===== src/design/skf_pkg.sv =====
package skf_pkg;
    localparam int FRAC_BITS_DEF = 16;
    localparam int NUM_CFG = 6;

    localparam logic [2:0] CFG_PROC_NOISE = 3'd0;
    localparam logic [2:0] CFG_NOISE_A    = 3'd1;
    localparam logic [2:0] CFG_NOISE_B    = 3'd2;
    localparam logic [2:0] CFG_SINGLE     = 3'd3;
    localparam logic [2:0] CFG_INIT_EST   = 3'd4;
    localparam logic [2:0] CFG_INIT_VAR   = 3'd5;

    localparam logic [30:0] RST_PROC_NOISE = 31'd655;
    localparam logic [30:0] RST_NOISE      = 31'd65536;
    localparam logic [30:0] RST_INIT_VAR   = 31'd65536;

    // multiplier request from sequencer to shared unit
    typedef struct packed {
        logic        start;
        logic [63:0] a;
        logic [63:0] b;
    } t_mul_req;
endpackage


===== src/design/skf_mul.sv =====
// Shared multiplier: 64x64 -> low 64 bits, summed from 32x32 partial products.
// Only the low 64 bits are kept, so two's complement and unsigned operands agree.
module skf_mul (
    input  logic              i_clk,
    input  logic              i_rst_n,
    input  skf_pkg::t_mul_req i_req,
    output logic              o_done,
    output logic [63:0]       o_prod
);
    logic [1:0]  r_step, n_step;
    logic        r_busy, n_busy;
    logic [63:0] r_a, r_b, r_acc, n_acc;
    logic [31:0] w_x, w_y;
    logic [63:0] w_pp;

    always_comb begin
        case (r_step)
            2'd0: begin w_x = r_a[31:0];  w_y = r_b[31:0];  end
            2'd1: begin w_x = r_a[63:32]; w_y = r_b[31:0];  end
            2'd2: begin w_x = r_a[31:0];  w_y = r_b[63:32]; end
            default: begin w_x = 32'd0; w_y = 32'd0; end
        endcase
        w_pp = 64'(w_x) * 64'(w_y);
    end

    always_comb begin
        n_busy = r_busy;
        n_step = r_step;
        n_acc  = r_acc;
        if (i_req.start) begin
            n_busy = 1'b1;
            n_step = 2'd0;
            n_acc  = 64'd0;
        end else if (r_busy) begin
            case (r_step)
                2'd0: n_acc = r_acc + w_pp;
                2'd1, 2'd2: n_acc = r_acc + {w_pp[31:0], 32'd0};
                default: n_acc = r_acc;
            endcase
            n_step = r_step + 2'd1;
            if (r_step == 2'd2) n_busy = 1'b0;
        end
    end

    always_ff @(posedge i_clk) begin
        if (!i_rst_n) begin
            r_busy <= 1'b0;
            r_step <= 2'd0;
        end else begin
            r_busy <= n_busy;
            r_step <= n_step;
        end
        r_acc <= n_acc;
        if (i_req.start) begin
            r_a <= i_req.a;
            r_b <= i_req.b;
        end
    end

    assign o_done = r_busy && (r_step == 2'd2);
    assign o_prod = r_acc + {w_pp[31:0], 32'd0};
endmodule


===== config.mk =====
export PLATFORM = sky130hd
export DESIGN_NAME = skf_mul
export DESIGN_NICKNAME = d
export VERILOG_FILES = /design/src/design/skf_pkg.sv /design/src/design/skf_mul.sv
export SDC_FILE = /design/constraint.sdc
export NUM_CORES = 2
export LEC_CHECK = 0
export BUFFER_PORTS_ARGS = -buffer_cell sky130_fd_sc_hd__clkbuf_2
export CAP_MARGIN = 0
export CORE_MARGIN = 2
export CORE_UTILIZATION = 50
export CTS_CLUSTER_SIZE = 30
export DETAILED_ROUTE_END_ITERATION = 10
export PLACE_DENSITY_LB_ADDON = 0.12
export SLEW_MARGIN = 40
export SYNTH_ARGS = -nofsm -noshare
export SYNTH_HDL_FRONTEND = slang
export SYNTH_SLANG_ARGS = --single-unit

===== constraint.sdc =====
create_clock -name i_clk -period 33.7 [get_ports i_clk]
set_input_delay 5.055 -clock i_clk [delete_from_list [all_inputs] [get_ports i_clk]]
set_output_delay 5.055 -clock i_clk [all_outputs]
set_load 0.05 [all_outputs]

==> run_results.csv <==
group,metric,value,unit
synth,synth_fp_nets,6461,
global_route,met3_usage,0.0660,
global_route,grt-ovfl-total,0,
sta,min_period,16.59,ns
worst_setup_path,worstPathRequired,28.64,ns
synth,synth_cells,5060,
worst_setup_path,path_max_fanout,63,
synth,synth.avg_cell_area,8.90,µm²
place,port-buffer-count,195,
final_layout,drive_gt1_frac,0.0830,
global_route,grt_max_degree,70,
synth,synth-seq-cells,195,
global_route,grt_pass1_vias,36520,
worst_setup_path,crit_path_frequent_cell,"fa_1",
synth,async_flop_share,0,
sta,timing.final.crit_share,0.492,
synth,synth_ff_type,"edfxtp_1",
floorplan,floorplan.initialDensity,0.502,
final_layout,fin_area,47500,µm²
floorplan,dieWidth,304,µm
routing,first_iter_violations,3220,
final_layout,area_growth,5.49,%
cts,ctsResizeCount,0,
sta,whs,0.543,ns
cts,clkLatencyLatePin,0.53,ns
synth,synth_cell_types,96,
sta,clock.fmax,0.0603,GHz
floorplan,ioPinCount,196,
cts,cts_setup_buffers,0,
global_route,busiest_layer,"met2",
routing,wl_per_cell,23.7,µm
cts,cts_root_buffer,"clkbuf_16",
place,place_hpwl,123000,µm
sta,hold_viol,0,
synth,yosysTopAreaCellShare,0.399,
floorplan,die_h,304,µm
synth,synthTopCellsByArea,"fa_1 (40%), ha_1 (10%), edfxtp_1 (8.5%)",
sta,grt_setup_unrepaired,"false",
worst_setup_path,crit_path_end_kind,"output port",
cts,cts.sinks,195,
routing,wl,148000,µm
cts,numCtsBuffers,17,
sta,finalSetupViolations,0,
routing,vias,35755,
cts,max-clock-path-buffers,2,
sta,maxSlewViolCount,0,
cts,cts_tree,"yes",
sta,tightest_slew,0.897,ns
worst_setup_path,critPathMaxStageDelay,0.74,ns
worst_setup_path,crit_path_top_delay_cell,"a22o_1",
sta,fin_setup_tns,0,ns
final_layout,nets,6448,
cts,htree_num_levels,4,
outcome,status,"finished clean",
global_route,grt_pass1_wl,227000,µm
global_route,use_met1,0.464,
global_route,met2_usage,0.499,
cts,hold_buffers,0,
synth,ys_seq_area_frac,0.115,
worst_setup_path,cp_data_arrival_time,11.53,ns
sta,skew,0.0268,ns
routing,drc_errors,0,
routing,postRouteAntennaNets,0,
cts,clk_pin_slew_worst_paths,0.08,ns
synth,netlist_area,45000,µm²
global_route,antenna_found_initial,6,
synth,synthesis.yosys.warnings,0,
global_route,grt_use_total,0.327,
place,routabilityCongestion,0.952,
worst_setup_path,startpoint_type,"flop",
floorplan,core-area,89600,µm²
job,max_cap_viol_count,0,
hold_path,hold_class,"flop to flop",
worst_setup_path,crit_type,"flop to output port",
sta,relSlewSlack,0.398,
routing,avgViaCountPerCell,5.73,
floorplan,rows,110,
synth,synth_edf_count,128,
routing,drtPass1Iterations,6,
floorplan,dieArea,92500,µm²
synth,yosysTopAreaCell,"fa_1",
place,dpl-instance-area,46800,µm²
## metrics by stage
step / std cells / setup slack (ns) / utilization
2_1_floorplan: 5060 / 18.53 / -
3_5_place_dp: 6204 / 17.83 / 0.522
3_3_place_gp: 6203 / 17.92 / 0.522
5_1_grt: 6239 / 16.66 / 0.530
4_1_cts: 6236 / 17.20 / 0.530
6_report: 6240 / 17.11 / 0.530
## flip-flops by register name (all words and copies together), names as in the netlist
signal,cells
r_acc,64
r_step,2
r_busy,1
r_b,64
r_a,64
## path summary, 6_finish.rpt
| path | endpoint | slack (ns) | from | depth (start not counted) |
|---|---|---|---|---|
| max reg2reg | r_acc[62] | 21.24 | r_step[0] | 39 |
| min reg2reg | r_acc[55] | 0.54 | r_acc[55] | 2 |
| min | r_acc[55] | 0.54 | r_acc[55] | 2 |
| max | o_prod[60] | 17.11 | r_step[0] | 34 |
## metal layers
layer,routed length (µm),vias to the layer above
li1,-,15742
met1,61300,18088
met2,66100,1697
met3,14700,228
met4,5850,0
met5,0,-
## cells by family (layout without fill, tap and decap cells)
family                     after synthesis  after routing  synth area share
DFF                                    195            195             0.115
other                                    0              4                 0
and+or+nand+nor                       1550           1550             0.141
muxes                                    8              8           0.00181
xor gates and xnor gates               147            147            0.0286
AOI/OAI and AO/OA                      694            694             0.105
buffers and inverters                 1196           1196             0.105
adders and majority gates             1270           1270             0.503
## worst max-delay path: cells and delay by family (launching register included)
| family | cells | cell delay, ns |
|---|---|---|
| adders and majority gates | 11 | 4.72 |
| buffers and inverters | 8 | 1.58 |
| xor gates and xnor gates | 2 | 0.78 |
| AOI/OAI and AO/OA | 10 | 2.88 |
| DFF | 1 | 0.41 |
| and+or+nand+nor | 3 | 0.59 |
## area by class of cell
| cell class | instances | area (µm²) |
|---|---|---|
| clock inverter | 15 | 228 |
| antenna | 4 | 10.0 |
| tap | 1176 | 1470 |
| fill | 8415 | 42100 |
| multi-input combinational | 3669 | 35200 |
| sequential | 195 | 5180 |
| timing repair buffer | 282 | 1640 |
| inverter | 882 | 3310 |
| clock buffer | 17 | 425 |
## Yosys cell counts, drive strengths merged (36+ instances only)
| library cell | number |
|---|---|
| fa | 898 |
| xnor2 | 90 |
| a21oi | 187 |
| nand3 | 40 |
| xor2 | 57 |
| ha | 372 |
| nand2 | 597 |
| o21bai | 36 |
| clkbuf | 259 |
| edfxtp | 128 |
| or2 | 36 |
| inv | 882 |
| buf | 53 |
| o21ai | 96 |
| a21o | 88 |
| nor2 | 720 |
| dfxtp | 67 |
| a22oi | 96 |
## cell usage in the layout (no fill, tap or decap), drive strengths merged, types with 15 or more instances in the layout
| cell | count |
|---|---|
| fa | 898 |
| inv | 893 |
| nor2 | 720 |
| nand2 | 597 |
| ha | 372 |
| clkbuf | 211 |
| a21oi | 187 |
| edfxtp | 128 |
| a22oi | 96 |
| o21ai | 96 |
| xnor2 | 90 |
| a21o | 88 |
| buf | 88 |
| dfxtp | 67 |
| xor2 | 57 |
| nand3 | 40 |
| o21bai | 36 |
| or2 | 36 |
| nor3 | 33 |
| a22o | 33 |
| nand4 | 29 |
| a31oi | 25 |
| a211oi | 22 |
| nand2b | 19 |
| o21a | 19 |
| and2 | 19 |
| and3 | 18 |
| o31ai | 15 |
Power is not shown: default switching activity piles up to over one toggle a cycle in this logic, so the estimate is an artifact.
